<file path="config.mk">
export PLATFORM = sky130hd
export DESIGN_NAME = sorted_unique_set_table
export DESIGN_NICKNAME = d
export VERILOG_FILES = /design/src/hw/rtl/sust_pkg.sv /design/src/hw/rtl/sust_cell.sv /design/src/hw/rtl/sorted_unique_set_table.sv
export SDC_FILE = /design/constraint.sdc
export NUM_CORES = 1
export LEC_CHECK = 0
export BUFFER_PORTS_ARGS = -buffer_cell sky130_fd_sc_hd__buf_2
export CORE_ASPECT_RATIO = 0.8
export CORE_MARGIN = 10
export CORE_UTILIZATION = 31
export CTS_CLUSTER_SIZE = 10
export DETAILED_ROUTE_END_ITERATION = 6
export SETUP_SLACK_MARGIN = 0.5
export SLEW_MARGIN = 20
export SYNTH_ARGS = -nofsm -noshare
export SYNTH_HDL_FRONTEND = slang
export SYNTH_SLANG_ARGS = --single-unit
</file>
<file path="constraint.sdc">
create_clock -name clk -period 6.68 [get_ports clk]
set_input_delay 1.002 -clock clk [delete_from_list [all_inputs] [get_ports clk]]
set_output_delay 1.002 -clock clk [all_outputs]
set_load 0.01 [all_outputs]
</file>
<file path="src/hw/rtl/sust_pkg.sv">
// Shared types and constants for the sorted unique set table.
// Holds the capacity, data and count widths, request codes and the cell link struct.
// Depends on nothing; used by sust_cell, sorted_unique_set_table and the bench.
package sust_pkg;

  localparam int CAPACITY = 16;
  localparam int DATA_W   = 32;
  localparam int COUNT_W  = 5;
  localparam int CNT_W    = $clog2(CAPACITY + 1);
  localparam int EXT_W    = (CNT_W > COUNT_W) ? CNT_W : COUNT_W;

  typedef logic signed [DATA_W-1:0] data_t;

  typedef enum logic [1:0] {
    REQ_INSERT = 2'd0,
    REQ_LOOKUP = 2'd1,
    REQ_CLEAR  = 2'd2
  } req_t;

  // What one cell hands to its right-hand neighbor.
  typedef struct packed {
    logic  less;
    data_t entry;
  } cell_link_t;

endpackage

</file>
<file path="src/hw/rtl/sust_cell.sv">
// One storage cell of the sorted set chain: holds one entry and compares it.
// Depends on sust_pkg for the data type and the neighbor link struct.
module sust_cell (
  input  logic               clk,
  input  logic               shift_en,
  input  logic               occ,
  input  sust_pkg::data_t    value,
  input  sust_pkg::cell_link_t left,
  output sust_pkg::cell_link_t right,
  output logic               eq
);

  sust_pkg::data_t entry;
  logic            less;

  assign less        = occ && (entry < value);
  assign eq          = occ && (entry == value);
  assign right.less  = less;
  assign right.entry = entry;

  // Cells below the insert position keep their entry; the cell at the position
  // takes the new value and every cell after it takes its left neighbor's entry.
  always_ff @(posedge clk) begin
    if (shift_en && !less) begin
      entry <= left.less ? value : left.entry;
    end
  end

endmodule

</file>
<file path="src/hw/rtl/sorted_unique_set_table.sv">
// Top level of the sorted unique set table: request register, cell chain, result register.
// Depends on sust_pkg and sust_cell.
//
//   channel  | handshake            | payload
//   ---------+----------------------+----------------------------------
//   request  | in_valid / in_ready  | req_type[1:0], value[31:0] signed
//   result   | out_valid / out_ready| found, stored, full_res, count[4:0]
//
// Each item is first captured in the request register; then all cells compare against
// it in parallel and the chain shifts on an insert. The single request register means
// the block takes no new request until the held one has passed the compare step.
// The result waits in its own register, so the next item is captured while it is held.
// Reset (rst, synchronous) empties the set and drops both valid flags; entries keep
// whatever they hold, since only cells below the count are ever compared.
// A stalled result blocks only the compare step; a captured request then waits.
module sorted_unique_set_table (
  input  logic                          clk,
  input  logic                          rst,
  input  logic                          in_valid,
  output logic                          in_ready,
  input  logic [1:0]                    req_type,
  input  logic signed [31:0]            value,
  output logic                          out_valid,
  input  logic                          out_ready,
  output logic                          found,
  output logic                          stored,
  output logic                          full_res,
  output logic [sust_pkg::COUNT_W-1:0]  count
);

  // Captured request.
  logic            busy;
  sust_pkg::req_t  rq_type;
  sust_pkg::data_t rq_value;

  // Number of entries held; cells below it are occupied.
  logic [sust_pkg::CNT_W-1:0] cnt;
  logic [sust_pkg::CNT_W-1:0] cnt_next;
  logic [sust_pkg::EXT_W-1:0] cnt_ext;

  logic                       fire;
  logic                       hit;
  logic                       is_full;
  logic                       do_insert;
  logic                       refuse;
  logic [sust_pkg::CAPACITY-1:0] occ;
  logic [sust_pkg::CAPACITY-1:0] eq;
  sust_pkg::cell_link_t       link [sust_pkg::CAPACITY+1];

  assign in_ready = !busy;
  // The compare step runs once a request is held and the result register is free.
  assign fire     = busy && (!out_valid || out_ready);

  always_ff @(posedge clk) begin
    if (rst) begin
      busy <= 1'b0;
    end else if (in_valid && in_ready) begin
      busy <= 1'b1;
    end else if (fire) begin
      busy <= 1'b0;
    end
  end

  always_ff @(posedge clk) begin
    if (in_valid && in_ready) begin
      rq_type  <= sust_pkg::req_t'(req_type);
      rq_value <= value;
    end
  end

  // The head of the chain sees a neighbor that is always below the value, so the
  // first cell takes the new value when it is the insert position.
  assign link[0].less  = 1'b1;
  assign link[0].entry = rq_value;

  for (genvar i = 0; i < sust_pkg::CAPACITY; i++) begin : g_cell
    assign occ[i] = (cnt > sust_pkg::CNT_W'(i));
    sust_cell u_cell (
      .clk      (clk),
      .shift_en (do_insert),
      .occ      (occ[i]),
      .value    (rq_value),
      .left     (link[i]),
      .right    (link[i+1]),
      .eq       (eq[i])
    );
  end

  assign hit     = |eq;
  assign is_full = (cnt == sust_pkg::CNT_W'(sust_pkg::CAPACITY));

  always_comb begin
    do_insert = 1'b0;
    refuse    = 1'b0;
    cnt_next  = cnt;
    case (rq_type)
      sust_pkg::REQ_INSERT: begin
        if (!hit) begin
          if (is_full) begin
            refuse = fire;
          end else begin
            do_insert = fire;
            cnt_next  = cnt + sust_pkg::CNT_W'(1);
          end
        end
      end
      sust_pkg::REQ_CLEAR: begin
        cnt_next = '0;
      end
      default: begin
        // Lookups and the unused code leave the set unchanged.
        cnt_next = cnt;
      end
    endcase
  end

  assign cnt_ext = sust_pkg::EXT_W'(cnt_next);

  always_ff @(posedge clk) begin
    if (rst) begin
      cnt <= '0;
    end else if (fire) begin
      cnt <= cnt_next;
    end
  end

  always_ff @(posedge clk) begin
    if (rst) begin
      out_valid <= 1'b0;
    end else if (fire) begin
      out_valid <= 1'b1;
    end else if (out_ready) begin
      out_valid <= 1'b0;
    end
  end

  always_ff @(posedge clk) begin
    if (fire) begin
      found    <= hit;
      stored   <= do_insert;
      full_res <= refuse;
      count    <= cnt_ext[sust_pkg::COUNT_W-1:0];
    end
  end

`ifndef ASSERT_OFF
  a_cnt_bound: assert property (@(posedge clk) disable iff (rst)
    cnt <= sust_pkg::CNT_W'(sust_pkg::CAPACITY))
    else $error("entry count above capacity");

  a_stored_excl: assert property (@(posedge clk) disable iff (rst)
    out_valid && stored |-> !found && !full_res)
    else $error("stored result also flagged found or refused");

  a_clear_empties: assert property (@(posedge clk) disable iff (rst)
    fire && rq_type == sust_pkg::REQ_CLEAR |=> cnt == '0)
    else $error("clear left entries in the set");

  a_insert_grows: assert property (@(posedge clk) disable iff (rst)
    do_insert |=> cnt == $past(cnt) + sust_pkg::CNT_W'(1))
    else $error("insert did not grow the count by one");
`endif

endmodule

</file>
== After elaboration in Yosys (flattened, before gate mapping) ==
Index checks and enable logic that the tools add are counted.
Storage, ports and cells
  bits in registers: 561
  output and inout bits: 10
  bits in read-only memories: 0
  memories: 0
  memory bits (writable): 0
  latch bits: 0
  word-level logic and storage cells: 177
  input port bits: 38
Cells by class
  reductions and logical operators: 74
  equality and inequality tests: 18
  multiplexer cells: 26
  order comparisons: 32
  $add $sub $neg: 1
  multipliers: 0
  divide/modulo/power cells: 0
  bitwise operators: 1
  shift-type cells: 0
Operators by type and width (count)
  equality test 32 bit: 16
  less-than comparator 32 bit: 16
  2-to-1 mux 32 bit: 15
  logical AND 1 bit: 50
  greater-than comparator 5 x 4 -> 1 bit (second input constant): 8
  greater-than comparator 5 x 3 -> 1 bit (second input constant): 4
  zero test 1 bit: 18
  OR reduction 17 bit: 1
  OR reduction 16 bit: 1
  greater-than comparator 5 x 1 -> 1 bit (second input constant): 2
  greater-than comparator 5 x 2 -> 1 bit (second input constant): 2
  2-to-1 mux 5 bit: 2
  one-hot mux 5 bit (2 select lines): 1
  2-to-1 mux 1 bit: 8
  adder 5 x 1 -> 5 bit (second input constant): 1
  equality test 5 bit (second input constant): 1
  nonzero test 2 bit: 2
  equality test 2 bit (second input constant): 1
  zero test 2 bit: 1
  logical OR 1 bit: 1
  NOT 1 bit: 1

== Depth between registers and ports, before layout ==
  word-level depth: 7
  depth in mapped cells: 13
  depth with buffers taken out: 10

== Cells and area by module ==
From an unflattened synthesis, not the netlist that was laid out.
Second synthesis, totals
  cell total of the unflattened synthesis: 3134
  area total of the unflattened synthesis: 37517.2 sq um
Modules (own cells, without submodules)
  sust_cell: seq. area each 960.9 sq um, cells an instance 186, area each 2214.6 sq um, instances 16
  sorted_unique_set_table: seq. area each 1401.3 sq um, cells an instance 158, area each 2083.2 sq um, instances 1

== Least setup slack after synthesis ==
No wires, ideal clock.
  path kind: reg2reg
  start point: register rq_value[28]
  end point: register g_cell[7].u_cell.entry[0], enable pin
  stages on the path, launching flop included: 12
  arrival time: 4.610 ns
  data required time: 6.255 ns
  path slack: 1.645 ns
  library setup time: 0.425 ns
  clock period less this slack: 5.035 ns
  buffers on the path: 2
  cells stage by stage: edfxtp_1 -> clkbuf_1 -> inv_1 -> ha_1 -> nand2_1 -> or3_1 -> nor4_1 -> o21ai_0 -> o21ai_0 -> mux2i_1 -> clkbuf_1 -> nor2b_1
On the way
  word-level cells in the longest chain between the ends: 6
  elaborated cells between the ends (all ways): 39
  those cells by class: order compare: 1; eq/ne: 16; mux: 2; reduce/logical: 20
Ends and longest elaborated chain
  from (decl): line sorted_unique_set_table.sv:34  | sust_pkg::data_t rq_value;
  from (signal assigned): line sorted_unique_set_table.sv:67  | rq_value <= value;
  parallel branches: the longest is 5 deep, another holds less-than comparator 32 bit
  logical AND 1 bit (*): line sust_cell.sv:24  | if (shift_en && !less) begin
  to (signal assigned): line sust_cell.sv:25  | entry <= left.less ? value : left.entry;
  to (decl): line sust_cell.sv:13  | sust_pkg::data_t entry;
Mark *: on every way between the ends.
A chain may end at the register's enable or synchronous reset.

== Worst setup path after layout ==
  start point: register rq_value[6]
  end point: register g_cell[1].u_cell.entry[12], enable pin
On the way
  word-level cells in the longest chain between the ends: 6
  elaborated cells between the ends (all ways): 39
  those cells by class: order compare: 1; eq/ne: 16; mux: 2; reduce/logical: 20
Ends and longest elaborated chain (line)
  parallel branches: the longest is 5 deep, another holds less-than comparator 32 bit
  logical AND 1 bit (*): sust_cell.sv:24
  to (signal assigned): sust_cell.sv:25
  to (decl): sust_cell.sv:13
Marks and branches as above.

==> metrics.json <==
{
  "timing.critical_path.from_type": "flop",
  "post_cts_buffers": 0,
  "setup.worst_path.end_class": "flop",
  "floorplan.die.height_um": 319,
  "synthArstFlopShare_pct": 0,
  "netlist_instances": 2587,
  "drt_drc_violations_left": 0,
  "die_area_um2": 126000,
  "powerDensity_nw_per_um2": 212,
  "pre_cts_slack_ps": 809,
  "hp-class": "flop to flop",
  "rows": 109,
  "wl_per_cell_um": 23.3,
  "post-dp-hpwl_um": 73500,
  "syn_nets": 3142,
  "maxCapViolations": 0,
  "worst-path-max-fanout": 32,
  "synth_top_area_cell": "sky130_fd_sc_hd__edfxtp_1",
  "post-synth-top-count-cell": "sky130_fd_sc_hd__edfxtp_1",
  "clk_transition_reported_paths_ps": 60,
  "final_setup_fails": 0,
  "drtPass1Iterations": 5,
  "portBuffers": 47,
  "rsz_0062_raised_after_global_routing": "yes",
  "clock-sinks": 561,
  "place.gp.congestion": 0.913,
  "final_antenna_net_count": 0,
  "worst_margin_slew_ps": 1100,
  "floorplan.die.width_um": 394,
  "core_region_area_um2": 111000,
  "synth_cell_type_count": 66,
  "vias_in_the_first_global_route": 23400,
  "final.setup.tns_ps": 0,
  "min_period_over_period_pct": 89.6,
  "setup_ws_ps": 696,
  "cp_data_arrival_time_ps": 6270,
  "fmax_achieved_mhz": 167,
  "cts_buffer_depth": 3,
  "synth-edff-count": 554,
  "drt-vias-per-instance": 5.38,
  "multi_input_area_um2": 17500,
  "yosys-top-cells-area": "sky130_fd_sc_hd__edfxtp_1, sky130_fd_sc_hd__ha_1, sky130_fd_sc_hd__mux2_2, sky130_fd_sc_hd__a21o_1, sky130_fd_sc_hd__nand4_1",
  "synth_common_cells": "sky130_fd_sc_hd__edfxtp_1, sky130_fd_sc_hd__ha_1, sky130_fd_sc_hd__mux2_2, sky130_fd_sc_hd__a21o_1, sky130_fd_sc_hd__a21oi_1",
  "ys_ff_latch": 561,
  "largest_net_degree_at_the_start_of_global_routing": 34,
  "static-leakage-power_uw": 0.0152,
  "layout.cell_area.non_filler_um2": 39200,
  "floorplan.initialDensity_pct": 31.3,
  "layout_min_cycle_time_ps": 5980,
  "ctsHoldBuffers": 0,
  "reg2reg_setup_slack_ps": 700,
  "io_pins": 48,
  "yosys_most_used_dff": "sky130_fd_sc_hd__edfxtp_1",
  "ys.warnings.count": 0,
  "worstPathRequired_ps": 6970,
  "synth_sequential_area_ratio_pct": 48.5,
  "routed_wl_um": 98300,
  "post_cts.resized_instances": 0,
  "area_growth_pct": 13.1,
  "clock_skew_ps": 30.8,
  "final_max_slew_viol_count": 0,
  "h-tree-depth": 3,
  "tritoncts": "built",
  "fillers": 10600,
  "antenna_found_initial": 0,
  "ff_latch_area_um2": 16800,
  "synthesis.area_um2": 34600,
  "cts_root_buf": "sky130_fd_sc_hd__clkbuf_16",
  "detailed_place.area_um2": 37300,
  "delay_of_the_slowest_critical_path_stage_ps": 910,
  "timing.critical_path.slowest_stage_cell": "sky130_fd_sc_hd__edfxtp_1",
  "synthDominantCellAreaShare_pct": 48.1,
  "cts_made_buffers": 67,
  "global_route.usage.total_pct": 15.3,
  "drive_above_1_share_pct": 26.7,
  "critical_path.cell_chain": "inv_1 > ha_1 > nand4_1 > or4_1 > or4_1 > a21oi_1 > nor4b_2 > nand2_1 > or2_1 > buf_4 > nor2b_4 > buf_4",
  "timing.final.hold_violations": 0,
  "clock_latency_ps": 620,
  "overflow": 0,
  "detailroute.via_count": 22700,
  "layout.nets": 3250,
  "worst_vdd_drop_uv": 154,
  "grt_pass1_wl_um": 148000,
  "timing.setup.critical_path_class": "flop to flop",
  "max-slew-margin-rel_pct": 26.2,
  "drt_iter0_markers": 1828,
  "avgSynthCellArea_um2": 13.4,
  "outcome": "finished, final reports clean"
}
-- layout make-up --
| type | instances | share of cell area (%) |
|---|---|---|
| clock buffer | 85 | 4.70 |
| multi-input combinational | 1870 | 44.7 |
| clock inverter | 4 | 0.0575 |
| timing repair buffer | 127 | 2.26 |
| inverter | 68 | 0.652 |
| antenna | 1 | 0.00639 |
| tap | 1498 | 4.79 |
| sequential | 561 | 42.8 |
-- critical path: cells and delay by family (launching register included) --
family          cells  cell delay [ps]
fa+ha+maj           1              470
simple gates        7             2670
buf+inv             3             1270
flops               1              910
compound gates      1              300
-- power by group --
| part | internal [uW] | switching [uW] |
|---|---|---|
| clock network | 1910 | 1440 |
| logic | 362 | 575 |
| registers | 3960 | 74.8 |
| total | 6230 | 2090 |
-- registers in the layout (all words and copies together), names as in the netlist --
register and cells:
count 5, busy 1, rq_value 32, g_cell.u_cell.entry 512
out_valid 1, found 1, full_res 1, rq_type 2
cnt 5, stored 1
-- per-layer routing --
layer  GRT usage, %  routed length, um  share of wire (%)
met5              0                  0                  0
met4           4.03               2400                2.4
met3           3.79               7740                7.9
met2           22.9              41600                 42
met1           21.9              46600                 47
-- cell usage in the layout, fill, tap and decap left out, types with 4 or more instances in the layout --
| cell type | netlist | layout |
|---|---|---|
| sky130_fd_sc_hd__a31oi_1 | 12 | 10 |
| sky130_fd_sc_hd__o211ai_1 | 19 | 19 |
| sky130_fd_sc_hd__dfxtp_1 | 7 | 7 |
| sky130_fd_sc_hd__nor2b_1 | 40 | 30 |
| sky130_fd_sc_hd__nand2_1 | 56 | 56 |
| sky130_fd_sc_hd__a21o_1 | 143 | 143 |
| sky130_fd_sc_hd__nor2_1 | 66 | 60 |
| sky130_fd_sc_hd__a2111oi_0 | 4 | 4 |
| sky130_fd_sc_hd__or2_2 | 4 | 4 |
| sky130_fd_sc_hd__clkbuf_1 | 71 | 13 |
| sky130_fd_sc_hd__nand3b_1 | 4 | 4 |
| sky130_fd_sc_hd__o21ai_0 | 67 | 67 |
| sky130_fd_sc_hd__a211oi_1 | 13 | 13 |
| sky130_fd_sc_hd__o31ai_1 | 6 | 6 |
| sky130_fd_sc_hd__nor2b_4 | 0 | 9 |
| sky130_fd_sc_hd__nor3b_1 | 4 | 4 |
| sky130_fd_sc_hd__clkbuf_16 | 0 | 71 |
| sky130_fd_sc_hd__edfxtp_1 | 554 | 554 |
| sky130_fd_sc_hd__inv_1 | 68 | 68 |
| sky130_fd_sc_hd__nor4b_1 | 7 | 6 |
| sky130_fd_sc_hd__nand2b_1 | 10 | 10 |
| sky130_fd_sc_hd__mux2i_4 | 0 | 5 |
| sky130_fd_sc_hd__a21oi_1 | 130 | 128 |
| sky130_fd_sc_hd__mux2_2 | 483 | 483 |
| sky130_fd_sc_hd__ha_1 | 517 | 517 |
| sky130_fd_sc_hd__buf_12 | 0 | 4 |
| sky130_fd_sc_hd__or3_1 | 11 | 11 |
| sky130_fd_sc_hd__nor4_1 | 18 | 18 |
| sky130_fd_sc_hd__nor3_1 | 19 | 19 |
| sky130_fd_sc_hd__o21bai_1 | 4 | 4 |
| sky130_fd_sc_hd__buf_2 | 14 | 47 |
| sky130_fd_sc_hd__buf_4 | 0 | 76 |
| sky130_fd_sc_hd__o21a_1 | 25 | 25 |
| sky130_fd_sc_hd__nand3_1 | 20 | 19 |
| sky130_fd_sc_hd__nand4_1 | 118 | 118 |
| sky130_fd_sc_hd__or4_1 | 5 | 5 |
-- per-stage QoR --
stage	utilization (%)	instances	hold WS, ps	total power, uW
after global routing	35.4	4213	546	8620
after global placement	33.7	4124	494	5020
after CTS	35.4	4213	511	8370
final	35.4	4214	503	8310
after floorplan	-	2587	494	4650
after detailed placement	33.7	4124	502	5030
-- final timing paths --
path / startpoint / end / cells past startpoint
max: rq_value[6] / g_cell[1].u_cell.entry[12] / 12
min reg2reg: out_valid / out_valid / 2
min: out_valid / out_valid / 2
max reg2reg: rq_value[6] / g_cell[1].u_cell.entry[12] / 12
-- logic make-up after synthesis --
group | count (synthesis) | synth area share, %
buf+inv | 156 | 1.76
mux | 490 | 15.9
flops | 561 | 48.5
compound gates | 460 | 8.65
simple gates | 403 | 6.52
fa+ha+maj | 517 | 18.7
Power figures use the tool's default switching activity.
